`config.mk`:
```
export PLATFORM = sky130hd
export DESIGN_NAME = miss_status_holding_table
export DESIGN_NICKNAME = d
export VERILOG_FILES = /design/src/design/mshr_pkg.sv /design/src/design/miss_status_holding_table.sv /design/src/design/mshr_front.sv /design/src/design/mshr_back.sv /design/src/design/mshr_outq.sv
export SDC_FILE = /design/constraint.sdc
export NUM_CORES = 1
export LEC_CHECK = 0
export BUFFER_PORTS_ARGS = -buffer_cell sky130_fd_sc_hd__buf_4
export CAP_MARGIN = 20
export CORE_MARGIN = 1.5
export CORE_UTILIZATION = 64
export CTS_BUF_LIST = sky130_fd_sc_hd__clkbuf_4 sky130_fd_sc_hd__clkbuf_8
export CTS_CLUSTER_SIZE = 20
export DETAILED_ROUTE_END_ITERATION = 12
export PLACE_DENSITY_LB_ADDON = 0.25
export SLEW_MARGIN = 10
export SYNTH_ARGS = -nofsm -noshare
export SYNTH_HDL_FRONTEND = slang
export SYNTH_HIERARCHICAL = 1
export SYNTH_SLANG_ARGS = --single-unit
```
`constraint.sdc`:
```
create_clock -name clk_i -period 7.5 [get_ports clk_i]
set_input_delay 0.375 -clock clk_i [delete_from_list [all_inputs] [get_ports clk_i]]
set_output_delay 0.375 -clock clk_i [all_outputs]
set_load 0.02 [all_outputs]
```
`src/design/mshr_pkg.sv`:
```
// Shared types, sizes and codes of the miss status holding table.
package mshr_pkg;

  localparam int Entries = 8;
  localparam int Slots   = 4;
  localparam int TagBits = 8;
  localparam int EntW    = (Entries > 1) ? $clog2(Entries) : 1;
  localparam int SlotW   = (Slots > 1) ? $clog2(Slots) : 1;
  localparam logic [2:0] OffsetReset = 3'd5;

  typedef enum logic [2:0] {
    StAccepted      = 3'd0,
    StNoEntry       = 3'd1,
    StNoSubentry    = 3'd2,
    StDownBusy      = 3'd3,
    StReleased      = 3'd4,
    StFillUnmatched = 3'd5
  } status_e;

  typedef enum logic {
    BkIdle  = 1'b0,
    BkDrain = 1'b1
  } back_state_e;

  // Classified word handed from front to back.
  typedef struct packed {
    logic              fill;
    logic [31:0]       blk;
    logic [TagBits-1:0] tag;
    logic              down_ready;
  } cmd_t;

  typedef struct packed {
    status_e     status;
    logic        issue_fetch;
    logic [31:0] fetch_address;
    logic [7:0]  released_tag;
    logic        last;
  } res_t;

endpackage

```
`src/design/miss_status_holding_table.sv`:
```
// Top level of the miss status holding table.
// Input words (miss or fill) are pushed with push while full is low; results
// are read with pop while empty is low, oldest first, each on its own ports.
// A miss gives one result word; a matched fill gives one release word per
// waiting tag in ascending slot order, the final one marked by last_o; an
// unmatched fill gives one error word. The block offset register is written
// through cfg_we_i / cfg_wdata_i; the user must do so only while the block is
// idle, as the block does not enforce this. Throughput: the table engine
// handles one miss per cycle while the result queue has room and no fill is
// draining; a fill takes a lookup step, then one release step per waiter, set
// by the single slot read port of the drain sequencer. A two-deep command
// queue and a two-deep result queue sit on either side of the engine; a fill
// enters the drain state before its release words reach the result queue.
// When the receiver stalls, the result queue fills, the engine holds, then
// the command queue fills and full rises. Reset empties both queues, frees
// every entry and slot and sets the block offset to 32-byte blocks; no
// clearing pass is needed.
module miss_status_holding_table import mshr_pkg::*; (
  input  logic        clk_i,
  input  logic        rst_ni,
  input  logic        push,
  output logic        full,
  input  logic        action_i,
  input  logic [31:0] address_i,
  input  logic [7:0]  waiter_tag_i,
  input  logic        downstream_ready_i,
  output logic        empty,
  input  logic        pop,
  output logic [2:0]  status_o,
  output logic        issue_fetch_o,
  output logic [31:0] fetch_address_o,
  output logic [7:0]  released_tag_o,
  output logic        last_o,
  input  logic        cfg_we_i,
  input  logic [2:0]  cfg_wdata_i
);

  logic cmd_valid, cmd_pop, res_we, res_full;
  cmd_t cmd;
  res_t res, head;

  mshr_front u_front (
    .clk_i, .rst_ni, .push, .full, .action_i, .address_i, .waiter_tag_i,
    .downstream_ready_i, .cfg_we_i, .cfg_wdata_i,
    .cmd_valid_o (cmd_valid),
    .cmd_o       (cmd),
    .cmd_pop_i   (cmd_pop)
  );

  mshr_back u_back (
    .clk_i, .rst_ni,
    .cmd_valid_i (cmd_valid),
    .cmd_i       (cmd),
    .cmd_pop_o   (cmd_pop),
    .res_full_i  (res_full),
    .res_we_o    (res_we),
    .res_o       (res)
  );

  mshr_outq u_outq (
    .clk_i, .rst_ni,
    .we_i    (res_we),
    .res_i   (res),
    .full_o  (res_full),
    .empty_o (empty),
    .pop_i   (pop),
    .head_o  (head)
  );

  assign status_o        = head.status;
  assign issue_fetch_o   = head.issue_fetch;
  assign fetch_address_o = head.fetch_address;
  assign released_tag_o  = head.released_tag;
  assign last_o          = head.last;

endmodule

```
`src/design/mshr_front.sv`:
```
// Front end: takes input words, aligns the address, queues commands for the back end.
module mshr_front import mshr_pkg::*; (
  input  logic        clk_i,
  input  logic        rst_ni,
  input  logic        push,
  output logic        full,
  input  logic        action_i,
  input  logic [31:0] address_i,
  input  logic [7:0]  waiter_tag_i,
  input  logic        downstream_ready_i,
  input  logic        cfg_we_i,
  input  logic [2:0]  cfg_wdata_i,
  output logic        cmd_valid_o,
  output cmd_t        cmd_o,
  input  logic        cmd_pop_i
);

  logic [2:0]  offset_q;
  cmd_t        buf_q [2];
  logic        wr_ptr_q, rd_ptr_q;
  logic [1:0]  count_q;
  logic        do_push, do_pop;
  cmd_t        cmd_in;

  always_ff @(posedge clk_i or negedge rst_ni) begin
    if (!rst_ni) begin
      offset_q <= OffsetReset;
    end else if (cfg_we_i) begin
      offset_q <= cfg_wdata_i;
    end
  end

  always_comb begin
    cmd_in.fill       = action_i;
    cmd_in.blk        = address_i & (32'hFFFF_FFFF << offset_q);
    cmd_in.tag        = TagBits'(waiter_tag_i);
    cmd_in.down_ready = downstream_ready_i;
  end

  assign full        = (count_q == 2'd2);
  assign do_push     = push && !full;
  assign cmd_valid_o = (count_q != 2'd0);
  assign do_pop      = cmd_pop_i && cmd_valid_o;
  assign cmd_o       = buf_q[rd_ptr_q];

  always_ff @(posedge clk_i) begin
    if (do_push) begin
      buf_q[wr_ptr_q] <= cmd_in;
    end
  end

  always_ff @(posedge clk_i or negedge rst_ni) begin
    if (!rst_ni) begin
      wr_ptr_q <= 1'b0;
      rd_ptr_q <= 1'b0;
      count_q  <= 2'd0;
    end else begin
      if (do_push) wr_ptr_q <= ~wr_ptr_q;
      if (do_pop)  rd_ptr_q <= ~rd_ptr_q;
      count_q <= count_q + {1'b0, do_push} - {1'b0, do_pop};
    end
  end

endmodule

```
`src/design/mshr_back.sv`:
```
// Back end: entry and slot table, miss allocation and fill drain sequencer.
module mshr_back import mshr_pkg::*; (
  input  logic clk_i,
  input  logic rst_ni,
  input  logic cmd_valid_i,
  input  cmd_t cmd_i,
  output logic cmd_pop_o,
  input  logic res_full_i,
  output logic res_we_o,
  output res_t res_o
);

  back_state_e state_q, state_d;

  logic [Entries-1:0] entry_valid_q;
  logic [Entries-1:0] entry_issued_q;
  logic [31:0]        entry_blk_q [Entries];
  logic [Slots-1:0]   slot_valid_q [Entries];
  logic [TagBits-1:0] slot_tag_q [Entries][Slots];
  logic [EntW-1:0]    drain_idx_q;

  logic               hit, any_free, slot_free, last_out;
  logic [EntW-1:0]    hit_idx, free_idx, sel_e;
  logic [SlotW-1:0]   sel_s, drain_s;
  logic [Slots-1:0]   pend, rest;
  status_e            miss_status;
  logic               miss_fetch;
  logic               upd_miss, drain_start, drain_step;

  // Parallel lookup: matching entry and lowest free entry.
  always_comb begin
    hit      = 1'b0;
    hit_idx  = '0;
    any_free = 1'b0;
    free_idx = '0;
    for (int i = 0; i < Entries; i++) begin
      if (!hit && entry_valid_q[i] && entry_blk_q[i] == cmd_i.blk) begin
        hit     = 1'b1;
        hit_idx = EntW'(i);
      end
      if (!any_free && !entry_valid_q[i]) begin
        any_free = 1'b1;
        free_idx = EntW'(i);
      end
    end
  end

  always_comb begin
    sel_e     = hit ? hit_idx : free_idx;
    slot_free = 1'b0;
    sel_s     = '0;
    for (int s = 0; s < Slots; s++) begin
      if (!slot_free && !slot_valid_q[sel_e][s]) begin
        slot_free = 1'b1;
        sel_s     = SlotW'(s);
      end
    end
    miss_fetch = 1'b0;
    if (!hit && !any_free) begin
      miss_status = StNoEntry;
    end else if (!slot_free) begin
      miss_status = StNoSubentry;
    end else if (!entry_issued_q[sel_e] && !cmd_i.down_ready) begin
      miss_status = StDownBusy;
    end else begin
      miss_status = StAccepted;
      miss_fetch  = !entry_issued_q[sel_e];
    end
  end

  // Lowest pending waiter of the entry being drained.
  always_comb begin
    pend    = slot_valid_q[drain_idx_q];
    drain_s = '0;
    for (int s = Slots - 1; s >= 0; s--) begin
      if (pend[s]) drain_s = SlotW'(s);
    end
    rest     = pend & ~(Slots'(1) << drain_s);
    last_out = (rest == '0);
  end

  always_comb begin
    state_d     = state_q;
    cmd_pop_o   = 1'b0;
    res_we_o    = 1'b0;
    res_o       = '0;
    res_o.status = StAccepted;
    upd_miss    = 1'b0;
    drain_start = 1'b0;
    drain_step  = 1'b0;
    case (state_q)
      BkIdle: begin
        if (cmd_valid_i && !res_full_i) begin
          cmd_pop_o  = 1'b1;
          res_o.last = 1'b1;
          if (!cmd_i.fill) begin
            res_we_o            = 1'b1;
            res_o.status        = miss_status;
            res_o.issue_fetch   = miss_fetch;
            res_o.fetch_address = miss_fetch ? cmd_i.blk : 32'd0;
            upd_miss            = (miss_status == StAccepted);
          end else if (hit) begin
            drain_start = 1'b1;
            state_d     = BkDrain;
          end else begin
            res_we_o     = 1'b1;
            res_o.status = StFillUnmatched;
          end
        end
      end
      BkDrain: begin
        if (!res_full_i) begin
          res_we_o     = 1'b1;
          drain_step   = 1'b1;
          res_o.status = StReleased;
          res_o.released_tag = (pend != '0) ? 8'(slot_tag_q[drain_idx_q][drain_s]) : 8'd0;
          res_o.last   = last_out;
          if (last_out) state_d = BkIdle;
        end
      end
      default: state_d = BkIdle;
    endcase
  end

  always_ff @(posedge clk_i or negedge rst_ni) begin
    if (!rst_ni) begin
      state_q <= BkIdle;
    end else begin
      state_q <= state_d;
    end
  end

  always_ff @(posedge clk_i or negedge rst_ni) begin
    if (!rst_ni) begin
      entry_valid_q  <= '0;
      entry_issued_q <= '0;
      drain_idx_q    <= '0;
      for (int i = 0; i < Entries; i++) slot_valid_q[i] <= '0;
    end else begin
      if (upd_miss) begin
        entry_valid_q[sel_e]       <= 1'b1;
        entry_issued_q[sel_e]      <= 1'b1;
        slot_valid_q[sel_e][sel_s] <= 1'b1;
      end
      if (drain_start) drain_idx_q <= hit_idx;
      if (drain_step) begin
        slot_valid_q[drain_idx_q][drain_s] <= 1'b0;
        if (last_out) begin
          entry_valid_q[drain_idx_q]  <= 1'b0;
          entry_issued_q[drain_idx_q] <= 1'b0;
        end
      end
    end
  end

  always_ff @(posedge clk_i) begin
    if (upd_miss) begin
      entry_blk_q[sel_e]       <= cmd_i.blk;
      slot_tag_q[sel_e][sel_s] <= cmd_i.tag;
    end
  end

  a_drain_entry_valid: assert property (@(posedge clk_i) disable iff (!rst_ni)
    state_q == BkDrain |-> entry_valid_q[drain_idx_q])
    else $error("draining an entry that is not valid");

  a_pop_only_idle: assert property (@(posedge clk_i) disable iff (!rst_ni)
    cmd_pop_o |-> state_q == BkIdle)
    else $error("command taken while draining");

  a_fetch_accepted: assert property (@(posedge clk_i) disable iff (!rst_ni)
    res_we_o && res_o.issue_fetch |-> res_o.status == StAccepted && !cmd_i.fill)
    else $error("fetch issued on a result that is not an accepted miss");

  a_drain_ends: assert property (@(posedge clk_i) disable iff (!rst_ni)
    state_q == BkDrain && res_we_o && res_o.last |=>
      state_q == BkIdle && !entry_valid_q[$past(drain_idx_q)])
    else $error("entry not freed after final release");

endmodule

```
`src/design/mshr_outq.sv`:
```
// Result queue: two-deep buffer between the back end and the result port.
module mshr_outq import mshr_pkg::*; (
  input  logic clk_i,
  input  logic rst_ni,
  input  logic we_i,
  input  res_t res_i,
  output logic full_o,
  output logic empty_o,
  input  logic pop_i,
  output res_t head_o
);

  res_t       buf_q [2];
  logic       wr_ptr_q, rd_ptr_q;
  logic [1:0] count_q;
  logic       do_push, do_pop;

  assign full_o  = (count_q == 2'd2);
  assign empty_o = (count_q == 2'd0);
  assign do_push = we_i && !full_o;
  assign do_pop  = pop_i && !empty_o;
  assign head_o  = buf_q[rd_ptr_q];

  always_ff @(posedge clk_i) begin
    if (do_push) begin
      buf_q[wr_ptr_q] <= res_i;
    end
  end

  always_ff @(posedge clk_i or negedge rst_ni) begin
    if (!rst_ni) begin
      wr_ptr_q <= 1'b0;
      rd_ptr_q <= 1'b0;
      count_q  <= 2'd0;
    end else begin
      if (do_push) wr_ptr_q <= ~wr_ptr_q;
      if (do_pop)  rd_ptr_q <= ~rd_ptr_q;
      count_q <= count_q + {1'b0, do_push} - {1'b0, do_pop};
    end
  end

endmodule

```
# Yosys cells after proc, flatten, opt, wreduce, memory -nomap -nowiden
# Memories as Yosys holds them, arrays and structs flattened.
# Index checks and enable logic that the tools add are counted.
# classes
order_cmp	15
bitwise_logic	20
reduce_logical	76
n_eq_ne	10
n_shift	2
add_sub_neg	4
muxes	118
# ops
operator	n
32-bit == test	8
32-bit two-way mux	4
8-bit two-way mux	11
33-bit two-way mux	2
32-bit AND	2
1-bit two-way mux	53
3-bit two-way mux	16
1-bit logical AND	39
36-bit two-way mux	1
1-bit logical NOT	32
32-bit inverter	1
32-bit bitwise OR	1
32-bit by 3-bit << shifter with 32-bit output, first input constant	1
4-bit binary-select mux with 3-bit select	2
4-bit demux with 3-bit select	2
4-bit two-way mux	6
2-bit two-way mux	9
8-bit AND	2
8-bit binary-select mux with 2-bit select	1
8-bit demux with 2-bit select	1
8-bit bitwise OR	2
9-bit two-way mux	1
4-bit greater-or-equal comparator, second input constant	2
3-bit by 4-bit < comparator with 1-bit output, second input constant	2
other kinds (26)	44
# totals
elab_cells	268
ramBits	686
inputBits	50
ff_bits	63
memories	4
out_inout_bits	47
# mem_list
memory	words	width	rd	rd_clocked_by_memory_dff	write_ports	line	source
u_back.entry_blk_q	8	32	8	0	1	mshr_back.sv:17	logic [31:0] entry_blk_q [Entries];
u_back.slot_tag_q	8	32	1	0	1	mshr_back.sv:19	logic [TagBits-1:0] slot_tag_q [Entries][Slots];
u_outq.buf_q	2	45	1	0	1	mshr_outq.sv:13	res_t buf_q [2];
u_front.buf_q	2	42	1	0	1	mshr_front.sv:19	cmd_t buf_q [2];

# Depth between registers and ports, before layout
# Gate-level depths: netlist of run 1.
# An unclocked memory read counts as a cell.
# logic_depth
ltp_word	56
depth_mapped	20

# By module
# Netlist of run 1, hierarchy kept.
# modules_own_cells
mod	n_inst	cells_per_inst	area_each_um2	seq_area_each_um2
mshr_back	1	1595	23711.5	16676.0
mshr_outq	1	158	3644.7	2802.7
mshr_front	1	165	3574.7	2700.1

# Worst setup path after synthesis of run 1
# Ideal clock, no wire load.
# synth_path
path_kind	register to register
from	reg u_front.rd_ptr_q
to	mem u_back.entry_blk_q[6][0] (enable)
stages_incl_launch_ff	19
path_buffers	5
path_slack_ps	866
arrival_ps	6172
cell_sequence	dfrtp_1 > buf_6 > buf_6 > mux2_4 > buf_4 > xor2_1 > nor4_1 > nand4_1 > or4_1 > and2_4 > a31o_4 > or3_4 > o311ai_2 > a22oi_4 > and2_4 > and2_1 > buf_2 > buf_2 > nor3_1
# synth_lines
item	line	source
start, declared	mshr_front.sv:20	logic wr_ptr_q, rd_ptr_q;
start signal, assigned	mshr_front.sv:59	if (do_pop) rd_ptr_q <= ~rd_ptr_q;
end, declared	mshr_back.sv:17	

==> results of run 1 <==
[worst paths after layout]
check / from / to / slack (ns)
worst max-delay path: u_front/rd_ptr_q / u_back/slot_tag_q[0][12] / 1.05
worst min-delay path: address_i[3] / u_front/buf_q[0][12] / 0.06
worst max register to register: u_front/rd_ptr_q / u_back/slot_tag_q[0][12] / 1.05
worst min register to register: u_front/count_q[1] / u_front/count_q[1] / 0.50
max in group asynchronous: rst_ni / u_outq/rd_ptr_q / 6.51
min in group asynchronous: rst_ni / u_front/wr_ptr_q / 0.33
[registers in the layout, indices dropped and copies added, names as in the netlist, 3 cells and up]
register               cells
u_outq/buf_q              90
u_front/offset_q           3
u_back/drain_idx_q         3
u_back/slot_tag_q        256
u_front/buf_q             84
u_back/entry_issued_q      8
u_back/slot_valid_q       32
u_back/entry_valid_q       8
u_back/entry_blk_q       256
[area by class of cell]
| type | instances | area, um2 |
|---|---|---|
| fill | 2887 | 12800 |
| clock buffer | 159 | 1940 |
| clock inverter | 51 | 373 |
| inverter | 40 | 150 |
| timing repair buffer | 185 | 1530 |
| tap | 615 | 769 |
| antenna | 1 | 2.50 |
| sequential | 749 | 22200 |
| multi-input combinational | 1019 | 7960 |
[cell families (layout without fill, tap and decap cells)]
group	count (synthesis)	in the layout	share of synthesized area
flops	749	749	0.717
buf+inv	150	435	0.0279
simple gates	350	350	0.0646
fa+ha+maj	5	5	0.00194
xor+xnor	262	262	0.0742
other cells	0	1	0
mux	91	91	0.0426
compound gates	311	311	0.0717
[power breakdown]
part,total (mW),leakage [nW],switching [mW],internal [mW]
Clock,3.34,1.23,1.50,1.84
Combinational,4.81,3.85,3.18,1.63
Sequential,6.26,7.05,0.362,5.90
Total,14.4,12.1,5.04,9.37
[layer usage]
| metal | share of wire | vias up | GRT usage |
|---|---|---|---|
| li1 | - | 7831 | - |
| met1 | 0.42 | 8896 | 0.433 |
| met2 | 0.46 | 1032 | 0.434 |
| met3 | 0.10 | 123 | 0.0581 |
| met4 | 0.023 | 2 | 0.102 |
| met5 | 0.00013 | - | 0 |
[worst max-delay path, stage by stage (launching register included)]
cell and delay (ns):
dfrtp_2 0.99, buf_4 0.27, mux2_2 0.55, xor2_1 0.24, nor3_1 0.26, nand3_1 0.16, nor4_1 0.38, o21ai_0 0.21
a31oi_2 0.38, nand2_1 0.40, nor2_1 0.29, a22oi_1 0.15, a32oi_1 0.55, nand2_1 0.58, nor3_1 0.40, buf_4 0.26
[placed cells by master (no fill, tap or decap), types with 40 or more instances in the layout]
cell type / n
nor4_1: 63
clkbuf_8: 119
o22ai_1: 146
inv_1: 40
mux2_4: 78
buf_4: 137
xnor2_1: 54
dlygate4sd3_1: 45
clkbuf_4: 40
nand2_1: 49
nor2_1: 41
dfrtp_1: 59
edfxtp_1: 686
xor2_1: 208
[metrics by stage]
stage	hold slack (ns)	instances
floorplan	0.0794	1918
global placement	0.479	2560
detailed placement	0.493	2561
CTS	0.00557	2816
global route	0.0525	2818
finish	0.0599	2819
==> run_results.csv, run 1 <==
group,metric,value,unit
global_route,grt_max_degree,64,
cells_and_area,syn_to_final_growth,12.9,%
sta,fmax,155,MHz
sta,hold_viol,0,
placement,hpwlAfterDp,42600,um
sta,finalClockSkew,0.0380,ns
pwr,leakagePower,12.1,nW
logic_synthesis,async_flop_share,0.0841,
cells_and_area,finish.utilization,0.731,
clocking,tritoncts,"yes",
critical_path,cp_max_fo,30,
clocking,cts.sinks,749,
sta,max-slew-margin-rel,0.247,
pwr,power,14.4,mW
logic_synthesis,avgSynthCellArea,16.1,um2
critical_path,cp_data_required_time,7.88,ns
route,drc,0,
logic_synthesis,synth_cells,1918,
job,cap_violations,0,
route,first_iter_violations,2233,
route,final_antenna_net_count,0,
clocking,hold_buffers,45,
logic_synthesis,ys_warn_count,6,
die,core,0.0477,mm2
logic_synthesis,syn-num-nets,1972,
logic_synthesis,synth-edff-count,686,
sta,rsz0062_at_grt,"no",
global_route,grt_pass1_wl,107000,um
die,initial_utilization,0.648,
global_route,grt-ovfl-total,0,
route,finalWirelength,71300,um
clocking,clk_path_buf_depth,3,
placement,routabilityCongestion,0.936,
die,num_rows,80,
placement,preCtsSetupSlack,1.11,ns
critical_path,worstPathArrival,6.83,ns
global_route,antenna_found_initial,1,
logic_synthesis,ys_top_cells_by_area,"edfxtp_1, xor2_1, dfrtp_1",
clocking,post-cts-setup-buffer-count,0,
clocking,clk_pin_slew_worst_paths,0.06,ns
pwr,ir_drop,333,uV
clocking,clockRootBuffer,"clkbuf_8",
cells_and_area,drive_above_1_share,0.213,
pwr,power.density,413,mW/mm2
logic_synthesis,ys.flop_type,"edfxtp_1",
sta,setup_viol,0,
logic_synthesis,netlist_area,0.0309,mm2
route,via_count,17884,
hold_path,hp-class,"input pin to flop",
sta,finalCritPeriodShare,0.860,
die,fp.dieW,223,um
die,die-area,0.0497,mm2
logic_synthesis,synth.largest_area_cell,"edfxtp_1",
cells_and_area,nets,2160,
placement,dpl_cell_area,0.0321,mm2
hold_path,min_path_cells,2,
clocking,ctsHtreeMaxLevel,3,
cells_and_area,final_area,0.0349,mm2
logic_synthesis,synthMostInstantiatedCell,"edfxtp_1",
route,wl_per_cell,25.3,um
route,first_pass_iters,5,
die,die_h,223,um
placement,portBuffers,96,
critical_path,start_kind,"flop",
clocking,post_cts_resized,0,
sta,drv_slew,0,
sta,setup_tns,0,ns
sta,min_period,6.45,ns
clocking,cts_buffers,111,
clocking,clk_latency,0.71,ns
route,viasPerCell,6.34,
global_route,grtUsageTotal,0.291,
critical_path,endpoint_kind,"flop",
logic_synthesis,ys_top_cells_by_count,"edfxtp_1, xor2_1, o22ai_1",
status,status,"completed",
logic_synthesis,yosysSeqAreaShare,0.717,
critical_path,reg2reg_depth,15,
logic_synthesis,yosys_register_bits,749,
critical_path,crit_type,"flop to flop",
logic_synthesis,yosys.area.top_type_share,0.666,
sta,fin_ws,1.05,ns
global_route,grt_pass1_vias,17811,
sta,worst_pin_slew,1.13,ns
die,io_pins,97,
logic_synthesis,synth_cell_type_count,78,
Power figures use the tool's default switching activity.
==> inputs of run 2 (changes only) <==
Settings changed: RECOVER_POWER from default to 25.
==> run_results.csv, run 2 (synthesis gave the netlist of run 1 again) <==
group,metric,value,unit
status,status,"complete, but fails checks",
status,violations,"max-capacitance violations, max-slew violations",
route,viasPerCell,6.39,
sta,finalClockSkew,0.0377,ns
sta,worst_pin_slew,3.79,ns
sta,setup_tns,0,ns
sta,min_period,6.68,ns
sta,setup_viol,0,
critical_path,crit_start,"u_front/rd_ptr_q",
placement,hpwlAfterDp,42600,um
pwr,ir_drop,326,uV
cells_and_area,antenna_cells,0,
hold_path,hp-class,"input pin to flop",
clocking,clk_path_buf_depth,3,
route,via_count,18005,
sta,hold_viol,0,
route,wl_per_cell,25.3,um
cells_and_area,syn_to_final_growth,12.4,%
cells_and_area,final_area,0.0348,mm2
clocking,clk_latency,0.71,ns
clocking,cts_buffers,111,
route,finalWirelength,71400,um
critical_path,endpoint_kind,"flop",
critical_path,crit_end,"u_back/slot_tag_q[0][12]",
critical_path,reg2reg_depth,14,
sta,max-slew-margin-rel,-1.53,
critical_path,start_kind,"flop",
cells_and_area,final_cell_mix,"edfxtp_1, xor2_1, o22ai_1",
placement,dp.cells,2561,
pwr,power,14.3,mW
die,fp.dieW,223,um
cells_and_area,drive_above_1_share,0.197,
placement,routabilityCongestion,0.936,
sta,rsz0062_at_grt,"no",
clocking,clockRootBuffer,"clkbuf_8",
cells_and_area,nets,2160,
global_route,grt_pass1_vias,17811,
critical_path,r2r_start,"u_front/rd_ptr_q",
critical_path,cp_max_fo,30,
cells_and_area,final_common_cell,"edfxtp_1",
die,die-area,0.0497,mm2
die,initial_utilization,0.648,
global_route,grt_util_met3,0.0581,
placement,portBuffers,96,
global_route,grt-ovfl-total,0,
clocking,ctsHtreeMaxLevel,3,
sta,drv_slew,92,
critical_path,r2r_slack,0.82,ns
critical_path,cp_data_required_time,7.88,ns
critical_path,crit_type,"flop to flop",
global_route,grt_pass1_wl,107000,um
global_route,met2_usage,0.434,
job,cap_violations,2,
clocking,tritoncts,"yes",
route,final_antenna_net_count,0,
sta,finalCritPeriodShare,0.891,
cells_and_area,fillCellCount,2925,
route,drc,0,
clocking,clk_pin_slew_worst_paths,0.06,ns
global_route,grtUsageTotal,0.291,
route,first_pass_iters,5,
global_route,top_usage_layer,"met2",
placement,dpl_cell_area,0.0321,mm2
die,num_rows,80,
die,die_h,223,um
cells_and_area,reg_top3,"u_back/entry_blk_q x256, u_back/slot_tag_q x256, u_outq/buf_q x90",
critical_path,r2r_end,"u_back/slot_tag_q[0][12]",
global_route,antenna_found_initial,1,
clocking,cts.sinks,749,
global_route,grt_max_degree,64,
pwr,power.density,412,mW/mm2
clocking,post-cts-setup-buffer-count,0,
global_route,use_met1,0.433,
sta,fmax,150,MHz
die,core,0.0477,mm2
route,first_iter_violations,2215,
die,io_pins,97,
cells_and_area,instances_no_fill,2818,
critical_path,worstPathArrival,7.06,ns
clocking,post_cts_resized,0,
clocking,hold_buffers,45,
pwr,leakagePower,12.0,nW
## run 2: cell types whose count changed in the layout (fill, tap and decap cells not counted), sizes merged
cell,change
buf,-37
clkbuf,+37
diode,-1
## run 2: worst min path at each step
stage | start | to | slack [ns] | cells past startpoint
2_1_floorplan | rst_ni | u_back/drain_idx_q[0] | 0.08 | 0
3_3_place_gp | u_front/count_q[1] | u_front/count_q[1] | 0.48 | 1
3_5_place_dp | u_back/entry_issued_q[0] | u_back/entry_issued_q[0] | 0.49 | 2
4_1_cts | address_i[3] | u_front/buf_q[0][12] | 0.006 | 2
5_1_grt | address_i[1] | u_front/buf_q[1][10] | 0.05 | 2
6_report | address_i[3] | u_front/buf_q[0][12] | 0.06 | 2
## run 2: critical path, cell delays in order (launching register included)
cell and delay (ns):
dfrtp_2 0.85, mux2_1 0.82, xor2_1 0.33, nor4_1 0.38, nand4_1 0.18, nor4_1 0.49
o21ai_0 0.22, a31oi_2 0.38, nand2_1 0.39, nor2_1 0.29, a22oi_1 0.15, a32oi_1 0.54
nand2_1 0.59, nor3_1 0.42, buf_4 0.26
## run 2: per-layer routing
metal  vias to the layer above  wire [um]
met5                         -          9
met4                         2       1800
met3                       136       7470
met2                      1104      32300
met1                      8921      29700
li1                       7842          -
## run 2: report_power, final
group	total [mW]	internal (mW)	switching, mW	leakage [nW]
sequential	6.26	5.91	0.347	7.05
combinational	4.73	1.55	3.18	3.71
clock	3.34	1.84	1.50	1.23
## run 2: through the flow
| step | utilization | hold WS (ns) | setup slack [ns] |
|---|---|---|---|
| 2_1_floorplan | - | 0.0794 | 0.866 |
| 3_3_place_gp | 0.672 | 0.479 | 1.25 |
| 3_5_place_dp | 0.672 | 0.493 | 1.11 |
| 4_1_cts | 0.730 | 0.00557 | 1.08 |
| 5_1_grt | 0.728 | 0.0525 | 0.443 |
| 6_report | 0.728 | 0.0574 | 0.819 |
## run 2: area by class of cell
type                    instances  area (um2)  share of cell area
flip-flops and latches        749       22200               0.638
well taps                     615         769              0.0221
inverters                      40         150             0.00432
clock inverters                51         373              0.0107
multi-input cells            1019        7860               0.226
clock buffers                 159        1940              0.0558
repair buffers                185        1490              0.0428
